[config.mk]
export PLATFORM = sky130hd
export DESIGN_NAME = kct_cell
export DESIGN_NICKNAME = d
export VERILOG_FILES = /design/src/design/kct_pkg.sv /design/src/design/kct_cell.sv
export SDC_FILE = /design/constraint.sdc
export NUM_CORES = 1
export LEC_CHECK = 0
export BUFFER_PORTS_ARGS = -buffer_cell sky130_fd_sc_hd__buf_2
export CORE_MARGIN = 2
export CORE_UTILIZATION = 31
export DETAILED_ROUTE_END_ITERATION = 12
export GPL_ROUTABILITY_DRIVEN = 0
export PLACE_DENSITY = 0.5
export REMOVE_ABC_BUFFERS = 1
export SLEW_MARGIN = 30
export SYNTH_ARGS = -nofsm -noshare
export SYNTH_HDL_FRONTEND = slang
export SYNTH_SLANG_ARGS = --single-unit
export TNS_END_PERCENT = 50
[constraint.sdc]
create_clock -name clk -period 5.95 [get_ports clk]
set_clock_uncertainty 0.05 [all_clocks]
set_input_delay 0.2975 -clock clk [delete_from_list [all_inputs] [get_ports clk]]
set_output_delay 0.2975 -clock clk [all_outputs]
set_load 0.01 [all_outputs]
[src/design/kct_pkg.sv]
// shared constants, codes and the transaction token for the keyed count table
package kct_pkg;

  localparam int KEY_W        = 32;
  localparam int CNT_W        = 32;
  localparam int OP_W         = 2;
  localparam int ST_W         = 3;
  localparam int CAPACITY_DEF = 16;

  localparam logic [OP_W-1:0] OP_INSERT = 2'd0;
  localparam logic [OP_W-1:0] OP_SEARCH = 2'd1;
  localparam logic [OP_W-1:0] OP_UPDATE = 2'd2;
  localparam logic [OP_W-1:0] OP_LIST   = 2'd3;

  localparam logic [ST_W-1:0] ST_OK        = 3'd0;
  localparam logic [ST_W-1:0] ST_NOT_FOUND = 3'd1;
  localparam logic [ST_W-1:0] ST_DUPLICATE = 3'd2;
  localparam logic [ST_W-1:0] ST_FULL      = 3'd3;
  localparam logic [ST_W-1:0] ST_EMPTY     = 3'd4;

  localparam logic [CNT_W-1:0] CNT_MAX = 32'h7fff_ffff;
  localparam logic [CNT_W-1:0] CNT_MIN = 32'h8000_0000;

  // token walking the cell chain; for list, key is the lower bound and
  // hit/rkey/rcnt hold the best candidate so far
  typedef struct packed {
    logic             vld;
    logic [OP_W-1:0]  op;
    logic [KEY_W-1:0] key;
    logic [CNT_W-1:0] amt;
    logic             bnd;
    logic             hit;
    logic             placed;
    logic [KEY_W-1:0] rkey;
    logic [CNT_W-1:0] rcnt;
  } kct_tok_t;

endpackage

[src/design/kct_cell.sv]
// one table entry cell: compares, updates or claims its entry as the token passes
module kct_cell (
  input  logic             clk,
  input  logic             rst_n,
  input  kct_pkg::kct_tok_t tok_i,
  output kct_pkg::kct_tok_t tok_o
);

  logic                      occ_r, occ_nxt;
  logic [kct_pkg::KEY_W-1:0] key_r, key_nxt;
  logic [kct_pkg::CNT_W-1:0] cnt_r, cnt_nxt;
  kct_pkg::kct_tok_t         tok_r, tok_nxt;
  logic [kct_pkg::CNT_W:0]   sum;
  logic [kct_pkg::CNT_W-1:0] sat;
  logic                      above_bnd;
  logic                      below_best;

  always_comb begin
    tok_nxt    = tok_i;
    key_nxt    = key_r;
    cnt_nxt    = cnt_r;
    occ_nxt    = occ_r;
    sum        = {cnt_r[kct_pkg::CNT_W-1], cnt_r} + {tok_i.amt[kct_pkg::CNT_W-1], tok_i.amt};
    sat        = sum[kct_pkg::CNT_W-1:0];
    if (sum[kct_pkg::CNT_W] != sum[kct_pkg::CNT_W-1]) begin
      sat = sum[kct_pkg::CNT_W] ? kct_pkg::CNT_MIN : kct_pkg::CNT_MAX;
    end
    above_bnd  = !tok_i.bnd || ($signed(key_r) > $signed(tok_i.key));
    below_best = !tok_i.hit || ($signed(key_r) < $signed(tok_i.rkey));
    if (tok_i.vld) begin
      if (occ_r) begin
        if (tok_i.op == kct_pkg::OP_LIST) begin
          if (above_bnd && below_best) begin
            tok_nxt.hit  = 1'b1;
            tok_nxt.rkey = key_r;
            tok_nxt.rcnt = cnt_r;
          end
        end else if (key_r == tok_i.key) begin
          tok_nxt.hit  = 1'b1;
          tok_nxt.rkey = key_r;
          tok_nxt.rcnt = cnt_r;
          if (tok_i.op == kct_pkg::OP_UPDATE) begin
            tok_nxt.rcnt = sat;
            cnt_nxt      = sat;
          end
        end
      end else if (tok_i.op == kct_pkg::OP_INSERT && !tok_i.hit && !tok_i.placed) begin
        tok_nxt.placed = 1'b1;
        tok_nxt.rkey   = tok_i.key;
        tok_nxt.rcnt   = tok_i.amt;
        key_nxt        = tok_i.key;
        cnt_nxt        = tok_i.amt;
        occ_nxt        = 1'b1;
      end
    end
  end

  always_ff @(posedge clk) begin
    if (!rst_n) begin
      occ_r     <= 1'b0;
      tok_r.vld <= 1'b0;
    end else begin
      occ_r <= occ_nxt;
      tok_r <= tok_nxt;
    end
  end

  always_ff @(posedge clk) begin
    key_r <= key_nxt;
    cnt_r <= cnt_nxt;
  end

  assign tok_o = tok_r;

endmodule

==> results of run 1 <==
==> layout make-up <==
cell class                 count  area (sq um)  area share (%)
clock buffer                  19           433            2.74
inverter                      87           327            2.06
sequential                   199          5960            37.7
antenna                        4          10.0          0.0633
timing repair buffer         352          2170            13.7
clock inverter                12           129           0.815
tap                          532           666            4.21
multi-input combinational    927          6130            38.7
==> cells by family after synthesis <==
group	share of synthesized area [%]
compound gates	24.6
xor+xnor	1.72
fa+ha+maj	9.72
buf+inv	5.06
flops	46.9
mux	2.13
simple gates	9.82
==> sequential cells by signal, indices dropped and copies added (netlist names) <==
register,cells
cnt_r,32
key_r,32
occ_r,1
tok_o,134
==> per-layer routing <==
metal	routed length, um	global-route usage (%)	up-vias
met5	30	0	-
met4	786	6.45	4
met3	2710	5.12	50
met2	21100	34.0	393
met1	19600	26.7	5615
li1	-	-	5534
==> cells in the final DEF, fill, tap and decap left out, types with 6 or more instances in the layout <==
cell           synthesis  routed
o22ai_1               70      70
o221ai_1              29      29
mux2_2                16      16
buf_4                  0      19
nand4_1               20      20
clkbuf_16              0      17
xor2_1                 7       7
a21o_1                15      15
o211ai_1              16      16
a22oi_1               31      31
nand2_1               80      80
xnor2_1               18      18
nand2b_1               8       8
o21ai_0              141     140
mux2i_1                9       9
buf_2                  4     268
a31oi_1                9       9
o21a_1                 9       9
a21oi_1              133     133
and2_1                 6       6
edfxtp_1             197     197
nor2_1                98      96
o21bai_1               6       6
nand3_1               19      19
inv_1                 86      85
a221oi_1               8       8
ha_1                  97      97
nor3_1                 9       9
dlygate4sd3_1          0      62
==> worst reg2reg max path: stages (launching register included) <==
cell	delay [ns]
edfxtp_1	0.42
ha_1	0.38
o21ai_0	0.11
nor2_1	0.19
a41oi_1	0.14
buf_4	0.18
o41a_1	0.50
o21ai_0	0.29
a41o_1	0.25
a21o_1	0.12
a21oi_1	0.07
xnor2_1	0.15
ha_1	0.53
inv_1	0.15
o41a_1	0.75
o311ai_0	0.29
o21ai_0	0.17
o211ai_1	0.11
a221o_1	0.32
==> power breakdown <==
part | switching [W] | total [W] | internal [W]
registers | 0.0000265 | 0.00166 | 0.00163
clock network | 0.000590 | 0.00120 | 0.000615
logic | 0.000424 | 0.000701 | 0.000277
==> per-stage QoR <==
step,instances,TNS [ns]
after floorplan,1213,-43.62
after global placement,2033,0
after detailed placement,2035,0
after CTS,2128,0
after global routing,2129,0
final,2132,0
==> worst max path at each step <==
stage	start	end
after floorplan	tok_i[64]	cnt_r[0]$_DFFE_PP_
after global placement	tok_i[69]	tok_o[3]$_DFFE_PP_
after detailed placement	tok_i[67]	tok_o[3]$_DFFE_PP_
after CTS	tok_i[67]	tok_o[3]$_DFFE_PP_
after global routing	tok_i[67]	tok_o[3]$_DFFE_PP_
final	tok_i[69]	tok_o[3]$_DFFE_PP_
==> flow_results.org, run 1 <==
** Status
- The flow ran to the end, and the final reports show no timing, DRC or antenna violations.

** Clocking
- The clock tree synthesis step divided the H-tree into 4 levels.
- Clock buffer count from CTS :: 17
- Clock root buffer master :: clkbuf_16
- Clock Path Buffers :: 2
- In this run the post-CTS setup repair buffer count came out at 0.
- After clock tree synthesis, the repair step resized 0 gates.
- Number of sinks handled by clock tree synthesis :: 199
- The number of hold buffers added after CTS was 62.
- The clock reaches the later pin of the worst-skew pair after 0.50 ns.
- TritonCTS built the clock tree.
- Clock-pin slew was measured on the worst setup and hold paths at 0.07 ns.

** Synth
- In the post-synthesis netlist, the biggest area contributors are edfxtp_1 (47%), ha_1 (9.6%), o21ai_0 (5.6%).
- Sorting the synthesized cells by how often they occur yields edfxtp_1 (197), o21ai_0 (141), a21oi_1 (133).
- Warnings, synthesis :: 0
- Sequential fraction of the synthesis area :: 46.9%
- Synth cell types :: 68
- Total of flip-flops plus latches after synthesis :: 199
- After synthesis, the largest area contributor takes up 46.6% of total cell area.
- Async SR Flop Fraction :: 0%
- In this run the mean area of a mapped cell was 9.86 sq um.
- The biggest area contributor in the post-synthesis netlist is edfxtp_1.
- Number of standard cells after synthesis :: 1288
- Among all flip-flop cells after synthesis, the most frequent one is edfxtp_1.
- Post-synth EDFFs :: 197
- The mapped netlist covers 0.0127 sq mm.
- Dominant cell by count in the synthesized netlist :: edfxtp_1

** Critical path
- Number of buffers and inverters on the critical path :: 4
- The worst register-to-register path ends at tok_o[3]$_DFFE_PP_.
- Worst r2r path cells :: 18
- The kind of cell with the highest combined delay along the critical path is compound AO/OA/AOI/OAI gates.
- Crit. path cell count :: 20
- Worst flop-to-flop path startpoint :: cnt_r[2]$_DFFE_PP_
- STA classifies the critical path endpoint as a flip-flop.
- Cells along the critical path :: dlygate4sd3_1 > buf_2 > ha_1 > o21ai_0 > nor2_1 > a41oi_1 > buf_4 > o41a_1 > o21ai_0 > a41o_1 > a21o_1 > a21oi_1 > xnor2_1 > ha_1 > inv_1 > o41a_1 > o311ai_0 > o21ai_0 > o211ai_1 > a221o_1
- In this design, the stage delay of the slowest critical-path cell is 0.75 ns.
- Data arrival time of the critical path :: 5.66 ns
- In this run the worst path has a maximum fanout of 16.
- Data required time of the critical path :: 6.15 ns
- The setup check on the worst reg-to-reg path leaves a slack of 0.53 ns.
- The critical path is of the in2reg type.
- CP most frequent cell :: o21ai_0
- The slowest stage of the critical path is the o41a_1 cell.
- Startpoint class of the critical path :: input pin

** Drt
- Once detail routing completed, the nets flagged for antenna violations numbered 0.
- Post-DR vias/cell :: 5.44
- Drc violations :: 0
- Average wire per cell in the routed design :: 20.7 um
- Total vias in the final route :: 11600
- Number of violations reported at the end of detailed-routing iteration 0 :: 819
- Summed over all layers, the routed wires come to 44.2 mm.
- The first TritonRoute pass finished after 5 iterations.

** Timing
- The worst pin sits at a relative slew slack of 36.1%.
- Final period util :: 91.7%
- Unrepaired setup endpoints after global routing :: false
- Final setup viols :: 0
- Number of failing hold endpoints at the final stage :: 0
- Actual transition at the worst max-transition pin :: 0.956 ns
- Smallest hold slack :: 0.0478 ns
- Worst setup margin :: 0.494 ns
- Final number of max-transition violations :: 0
- Static timing analysis puts the maximum clock frequency at 183 MHz.
- Shortest clock period the worst path allows after layout :: 5.46 ns

** Run
- The tool flagged a number of max-cap violations equal to 0.

** Hold path
- Endpoint of the worst hold-timing path :: tok_o[86]$_DFFE_PP_
- Hold Path Stages :: 1
- Worst hold path startpoint :: tok_i[86]
- The min-delay analysis places its worst path in the category in2reg.

** Global routing
- Overflow left after global routing :: 0
- Pin count of the biggest net entering global routing :: 72
- Vias in the first global route :: 11100
- Global routing consumed, over all layers together, 20.7% of the routing resources.
- Global-route wire length before repair :: 66.0 mm
- Antenna violations before repair :: 6

** Place
- Buffers added on ports :: 269
- Detailed placement ended at an HPWL of 30.7 mm.
- Place WS :: 0.537 ns
- The placed instances occupy a cell area of 0.0146 sq mm.

** Final layout
- P&R area growth vs syn :: 24.6%
- With fillers left out, the area of the finished cells amounts to 0.0158 sq mm.
- Layout cell share with drive strength beyond 1 :: 22.0%
- Once layout is complete, the utilization of the core stands at 38.9%.
- Counting the fill cells in the layout gives 4099.
- The final layout contains 1818 nets.

** Power and ir drop
- Power per cell area :: 225 mW/mm^2
- Final Total Pwr :: 0.00356 W
- Worst VDD drop :: 211 uV
- Leakage :: 6.38 nW

** Floorplan
- The die is 206 um wide.
- Floorplan die height :: 206 um
- Io pins :: 270
- The die covers 0.0426 sq mm.
- Initial core utilization :: 31.2%
- The floorplan has 74 rows.
- The core region is 0.0406 sq mm.
Note: power is estimated with default switching activity, not from simulation.
==> run 2, diff against run 1 <==
--- a/config.mk
+++ b/config.mk
@@ -6,11 +6,12 @@
 export NUM_CORES = 1
 export LEC_CHECK = 0
 export BUFFER_PORTS_ARGS = -buffer_cell sky130_fd_sc_hd__buf_2
+export CELL_PAD_IN_SITES_DETAIL_PLACEMENT = 0
+export CELL_PAD_IN_SITES_GLOBAL_PLACEMENT = 1
 export CORE_MARGIN = 2
 export CORE_UTILIZATION = 31
 export DETAILED_ROUTE_END_ITERATION = 12
-export GPL_ROUTABILITY_DRIVEN = 0
-export PLACE_DENSITY = 0.5
+export PLACE_DENSITY = 0.62
 export REMOVE_ABC_BUFFERS = 1
 export SLEW_MARGIN = 30
 export SYNTH_ARGS = -nofsm -noshare
==> run 2 against run 1 <==
Net effect: non-clock buffer count is 26 lower; total power decreased by 1.1%; highest routed layer unchanged; final area shrank 1.4%; core utilization is 0.55 points lower; via count is 1.6% lower; fmax grew 6.1%; final cell count decreased by 1.2%; critical path depth is 3 higher; largest cell class unchanged; clock power hardly changed.
==> flow_results.org, run 2 (synthesis gave the netlist of run 1 again) <==
** Power and ir drop
- Net switching share of the total power :: 29.6%
- Power share of the combinational group :: 19.7%
- Summed over all cells, the static leakage comes to 6.27 nW.
- Proportion of power drawn by the clock network :: 33.3%
- Power per cell area :: 226 mW/mm^2
- Worst VDD drop :: 205 uV
- Registers are responsible for 47.0% of the overall power.
- For this design the total switching power over the nets is 0.00104 W.
- Cell internal power was estimated by the tool at 0.00248 W.

** Critical path
- In this run the critical register-to-register path is launched from cnt_r[2]$_DFFE_PP_.
- For flop-to-flop paths, the worst setup slack is 0.84 ns.
- The critical path is of the in2reg type.
- The number of cells on the worst reg-to-reg path is 21.
- STA classifies the critical path startpoint as an input pin.
- Along the worst path, the maximum fanout reaches 15.
- Critical path capture point type :: flip-flop
- For the worst setup path, the data required time is 6.24 ns.
- For the worst setup path, the data arrival time is 5.43 ns.
- The most critical setup path has its startpoint at tok_i[70].
- Critical R2R Capture :: tok_o[11]$_DFFE_PP_
- Setup crit end :: tok_o[11]$_DFFE_PP_

** Place
- Summing all placed instances gives a cell area of 0.0146 sq mm.
- HPWL after detailed placement :: 31.0 mm
- Buffers added on ports :: 269
- Place WS :: 0.890 ns
- The congestion estimate from routability-driven global placement came to 0.885.

** Floorplan
- The die covers 0.0426 sq mm.
- Initial core utilization :: 31.2%
- The die is 206 um wide.
- Total core area :: 0.0406 sq mm
- The die is 206 um tall.
- Pin placement for this block handled 270 I/O pins.
- Row cnt :: 74

** Final layout
- Final core occ :: 38.4%
- Most common cell after layout, fill and taps aside :: buf_2
- The post-route netlist has 22.5% of its cells at a drive strength greater than 1.
- Leaving out fill and tap cells, the most frequent cells in the layout are buf_2 (268), edfxtp_1 (197), o21ai_0 (140), a21oi_1 (133), ha_1 (97).
- P&R area growth vs syn :: 22.8%
- Max reg flops :: 134
- Final instance area :: 0.0156 sq mm
- The final layout contains 1792 nets.

** Timing
- Smallest hold slack :: 0.0210 ns
- Setup repair after global routing left no endpoint under its margin.
- Of the available clock period, the critical path in the final layout requires 86.4%.
- Actual transition at the worst max-transition pin :: 0.927 ns
- The worst pin sits at a relative slew slack of 38.2%.
- Derived from the worst setup path, the maximum achievable clock frequency is 194 MHz.
- The number of pins with negative max-slew slack in the final report was 0.
- Worst setup margin :: 0.808 ns
- For the finished layout, the period the worst path requires is 5.14 ns.
- Setup violations remaining at the end of the flow were counted as 0.
- Number of failing hold endpoints at the final stage :: 0

** Drt
- Total vias in the final route :: 11400
- Post-DR vias/cell :: 5.41
- In this run, the number of DRC markers left after iteration 0 of detailed routing was 762.
- The first detailed-routing pass ran for 6 iterations.
- After detailed routing, the average wire length per cell comes to 21.4 um.
- For this block, the routed nets add up to 45.0 mm of wire.
- Once detail routing completed, the nets flagged for antenna violations numbered 0.
- After detailed routing, the number of remaining DRC violations is 0.

** Run
- Max-capacitance violation count :: 0

** Global routing
- Vias in the first global route :: 11200
- The first global-routing pass estimated 67.1 mm of wire.
- Overflow left after global routing :: 0
- Antenna violations before repair :: 6
- Global routing usage summed across all routing layers :: 21.1%
- Entering global routing, the biggest net connects 88 pins.

** Clocking
- TritonCTS built the clock tree.
- After clock tree synthesis, the clock-pin slew on the worst setup and hold paths is 0.07 ns.
- CTS built an H-tree with a depth of 4.
- Number of sinks handled by clock tree synthesis :: 199
- Clock Path Buffers :: 2
- The tree is rooted in a clkbuf_16.
- Clock latency on the worst-skew pair :: 0.47 ns
- Counting the buffers created by CTS gives 17.

** Hold path
- Hold Path Class :: in2reg
- Hold Path Stages :: 1

** Status
- Outcome :: finished, final reports clean
==> run 2: changes by cell type in the layout (fill, tap and decap cells not counted), sizes merged <==
cell / change
bufinv: -1
clkinv: -3
clkinvlp: +2
dlygate4sd3: -26
inv: +3
==> run 2: per-stage QoR <==
step                      total power (W)  std cells  TNS [ns]
after floorplan                   0.00205       1213    -43.62
after global routing              0.00370       2106         0
after global placement            0.00236       2030         0
after CTS                         0.00357       2102         0
final                             0.00353       2107         0
after detailed placement          0.00237       2034         0
==> run 2: worst max-delay path, stage by stage <==
cell and delay, ns:
dlygate4sd3_1 0.53, buf_2 0.15, ha_1 0.33, o21ai_0 0.10, nor2_1 0.17, a41oi_1 0.14
buf_4 0.18, o41a_1 0.50, o21ai_0 0.34, a41o_1 0.27, a21o_1 0.12, a21oi_1 0.07
xnor2_1 0.15, ha_1 0.30, buf_4 0.21, inv_1 0.07, o41a_1 0.51, buf_4 0.22
buf_4 0.18, a21boi_0 0.15, a21oi_1 0.18, o221ai_1 0.15, nand2_1 0.10
==> run 2: worst min-delay path by stage <==
stage	start	end	slack, ns
2_1_floorplan	tok_i[99]	key_r[0]$_DFFE_PP_	0.35
3_3_place_gp	tok_i[122]	tok_o[122]$_DFFE_PP_	0.47
3_5_place_dp	tok_i[130]	key_r[31]$_DFFE_PP_	0.48
4_1_cts	tok_i[67]	tok_o[67]$_DFFE_PP_	0.00009
5_1_grt	tok_i[91]	tok_o[91]$_DFFE_PP_	0.0007
6_report	tok_i[84]	tok_o[84]$_DFFE_PP_	0.02
==> run 2: routing by layer <==
layer	global-route usage [%]	part of all wire, %	wire length (um)	vias up
li1	-	-	-	5486
met1	27.5	44	19900	5483
met2	35.6	48	21500	383
met3	3.12	5.7	2570	51
met4	7.07	2.2	1010	2
met5	0	0.029	13	-
==> run 2: power by group through the flow <==
| stage | sequential, W | combinational (W) | clock (W) |
|---|---|---|---|
| after global placement | 0.00169 | 0.000673 | 0 |
| after global routing | 0.00167 | 0.000776 | 0.00126 |
| after detailed placement | 0.00169 | 0.000677 | 0 |
| after CTS | 0.00166 | 0.000699 | 0.00121 |
| final | 0.00166 | 0.000695 | 0.00117 |
| after floorplan | 0.00173 | 0.000319 | 0 |
==> run 2: repair_timing <==
item                      in CTS  in global routing
hold buffers                  36                  0
gates resized for setup        0                  0
hold endpoints to repair      60                  0
setup buffers                  0                  0
==> run 2: final cells by class <==
class	count	area [sq um]
Inverter	87	327
Clock buffer	19	433
Clock inverter	13	121
Tap cell	532	666
Multi-Input combinational cell	927	6130
Timing Repair Buffer	326	1950
Antenna cell	4	10.0
Sequential cell	199	5960
Fill cell	4100	25100
==> run 3, diff against run 2 <==
--- a/config.mk
+++ b/config.mk
@@ -6,12 +6,14 @@
 export NUM_CORES = 1
 export LEC_CHECK = 0
 export BUFFER_PORTS_ARGS = -buffer_cell sky130_fd_sc_hd__buf_2
+export CAP_MARGIN = 20
 export CELL_PAD_IN_SITES_DETAIL_PLACEMENT = 0
 export CELL_PAD_IN_SITES_GLOBAL_PLACEMENT = 1
 export CORE_MARGIN = 2
-export CORE_UTILIZATION = 31
+export CORE_UTILIZATION = 38
+export CTS_BUF_LIST = sky130_fd_sc_hd__clkbuf_4 sky130_fd_sc_hd__clkbuf_8
 export DETAILED_ROUTE_END_ITERATION = 12
-export PLACE_DENSITY = 0.62
+export PLACE_DENSITY = 0.74
 export REMOVE_ABC_BUFFERS = 1
 export SLEW_MARGIN = 30
 export SYNTH_ARGS = -nofsm -noshare
==> run 3 against run 2 <==
Net effect: core utilization grew 9.1 points; register-to-register slack got worse by 0.07 ns; fmax shrank 0.98%; critical path depth shrank 3; sequential share of layout area rose by 0.18 points; total power fell by 8.0%; combinational power about the same; global-route usage grew 2.5 points; critical path type unchanged; critical endpoint is now tok_o[18]$_DFFE_PP_; largest power group unchanged; highest routed layer is now met4.
==> flow_results.org, run 3 (synthesis gave the netlist of run 1 again) <==
** Timing
- Final number of max-transition violations :: 0
- Smallest hold slack :: 0.0396 ns
- Number of failing hold endpoints at the final stage :: 0
- Unrepaired setup endpoints after global routing :: false
- Adding up every negative setup slack in the final design gives 0 ns.
- Maximum clock frequency :: 193 MHz
- Actual transition at the worst max-transition pin :: 0.949 ns
- The smallest clock period supported by the final layout is computed as 5.19 ns.
- Final setup viols :: 0
- Headroom to the max-slew limit came out at 36.6%.
- Final period util :: 87.3%

** Drt
- Total vias in the final route :: 11600
- For this run, design rule violations remaining after detail routing come to 0.
- Post-DR vias/cell :: 5.67
- In this run, the number of DRC markers left after iteration 0 of detailed routing was 766.
- The pre-antenna-repair detailed-routing pass consisted of 5 iterations.
- Total wire length after detailed routing :: 41.3 mm
- The detail route stage leaves a number of antenna-violating nets equal to 0.
- Average wire per cell in the routed design :: 20.2 um

** Power and ir drop
- Of the total power, the share spent switching nets is 30.7%.
- The internal portion of the total power is 0.00225 W.
- Power per cell area :: 209 mW/mm^2
- Combinational logic burns 21.4% of the power.
- Sequential share of power :: 51.0%
- VDD sags by at most 137 uV.
- The analysis attributes to cell leakage a power of 6.29 nW.
- The clock network is responsible for 27.5% of the overall power.
- Summed over all nets, the switching power comes to 0.000997 W.

** Floorplan
- The initial utilization of the core area, before any placement, comes to 38.8%.
- Total core area :: 0.0327 sq mm
- Row generation in the floorplan step produced 66 rows.
- The die is 187 um tall.
- Die width :: 187 um
- The floorplan step defined a die boundary enclosing 0.0349 sq mm.
- Io pins :: 270

** Critical path
- The slowest stage of the critical path is the o41a_1 cell.
- Max FO, Critical Path :: 12
- The worst setup path is captured at a flip-flop.
- Critical path type :: in2reg
- The worst setup path is launched from an input pin.
- The critical path goes through dlygate4sd3_1 > buf_2 > ha_1 > o21ai_0 > nor2_1 > a41oi_1 > buf_4 > o41a_1 > o21ai_0 > a41o_1 > a21o_1 > a21oi_1 > xnor2_1 > ha_1 > inv_1 > o41a_1 > nand2_1 > a21oi_1 > o31a_1 > o21ai_0.
- Data arrives at the worst endpoint at 5.40 ns.
- On the worst path, the slowest cell contributes a delay of 0.57 ns.
- Largest delay share family, worst path :: compound AO/OA/AOI/OAI gates
- The cell that appears most often on the critical path is o21ai_0.
- At the worst endpoint, the required time is 6.16 ns.
- Number of buffers and inverters on the critical path :: 4

** Clocking
- TritonCTS built the clock tree.
- Setup bufs post-CTS :: 0
- Clock buffer count from CTS :: 17
- The H-tree was split into 4 levels.
- After clock tree synthesis, the clock-pin slew on the worst setup and hold paths is 0.12 ns.
- Clock latency on the worst-skew pair :: 0.53 ns
- Hold_buf cts :: 66
- In this run, post-CTS repair resized a total of 0 instances.
- Clock Path Buffers :: 2
- CTS saw 199 sinks.
- Clock root buffer master :: clkbuf_8

** Hold path
- Hold Path Class :: in2reg

** Place
- Buffers placed on the I/O ports in this run total 269.
- HPWL after detailed placement :: 28.6 mm
- Routability-driven placement finished with a final weighted congestion of 0.888.

** Final layout
- Highest-count cells in the layout ignoring fill and taps :: buf_2 (268), edfxtp_1 (197), o21ai_0 (140), a21oi_1 (133), ha_1 (97)
- Leaving out fill and tap cells, the most frequent cell in the layout is buf_2.
- FILL cells :: 3170
- P&R area growth vs syn :: 22.3%
- Of the cells placed in the final design, the portion with a size suffix greater than 1 is 22.0%.
- Final net count :: 1818
- Max reg flops :: 134

** Global routing
- The first global-routing pass estimated 64.6 mm of wire.
- Antenna violations before repair :: 3
- The number of global-route vias before repair came to 11300.
- The total overflow left after global routing is 0.
- Global routing consumed, over all layers together, 23.6% of the routing resources.
- Entering global routing, the biggest net connects 87 pins.

** Run
- The tool flagged a number of max-cap violations equal to 0.

** Status
- Outcome :: finished, final reports clean
-- run 3: routing by layer --
layer  routed length [um]  track usage (%)
met5                    0                0
met4                  697             7.08
met3                 2560             3.35
met2                20200             40.6
met1                17900             30.7
-- run 3: worst paths after layout --
kind / depth (start not counted) / slack (ns) / start / end
worst max-delay path: 20 / 0.76 / tok_i[69] / tok_o[18]$_DFFE_PP_
worst max register to register: 18 / 0.77 / cnt_r[1]$_DFFE_PP_ / tok_o[18]$_DFFE_PP_
worst min register to register: 2 / 0.63 / cnt_r[11]$_DFFE_PP_ / tok_o[11]$_DFFE_PP_
worst min-delay path: 3 / 0.04 / tok_i[16] / tok_o[16]$_DFFE_PP_
-- run 3: worst min-delay path, cell delays in order --
cell and delay, ns:
buf_2 0.10, a21oi_1 0.06, o41ai_1 0.06
-- run 3: power by group through the flow --
stage               combinational (W)  sequential, W  clock [W]
finish                       0.000695        0.00165   0.000894
global route                 0.000767        0.00166   0.000964
CTS                          0.000694        0.00165   0.000924
detailed placement           0.000657        0.00169          0
global placement             0.000650        0.00169          0
floorplan                    0.000319        0.00173          0
-- run 3: final cells by class --
type	instances	area (sq um)	share of cell area [%]
antenna	3	7.51	0.0484
clock buffer	17	234	1.51
clock inverter	15	140	0.903
inverter	87	327	2.10
multi-input combinational	927	6130	39.5
sequential	199	5960	38.4
tap	442	553	3.56
timing repair buffer	352	2180	14.0
-- run 3: through the flow --
| stage | cells | setup WS, ns | area [sq um] | utilization (%) | power [W] |
|---|---|---|---|---|---|
| final | 2042 | 0.757 | 15500 | 47.5 | 0.00324 |
| after CTS | 2039 | 0.838 | 15500 | 47.4 | 0.00327 |
| after floorplan | 1213 | -1.17 | 12400 | - | 0.00205 |
| after detailed placement | 1941 | 0.848 | 14500 | 44.3 | 0.00234 |
| after global placement | 1940 | 0.933 | 14500 | 44.2 | 0.00234 |
| after global routing | 2042 | 0.482 | 15500 | 47.5 | 0.00339 |
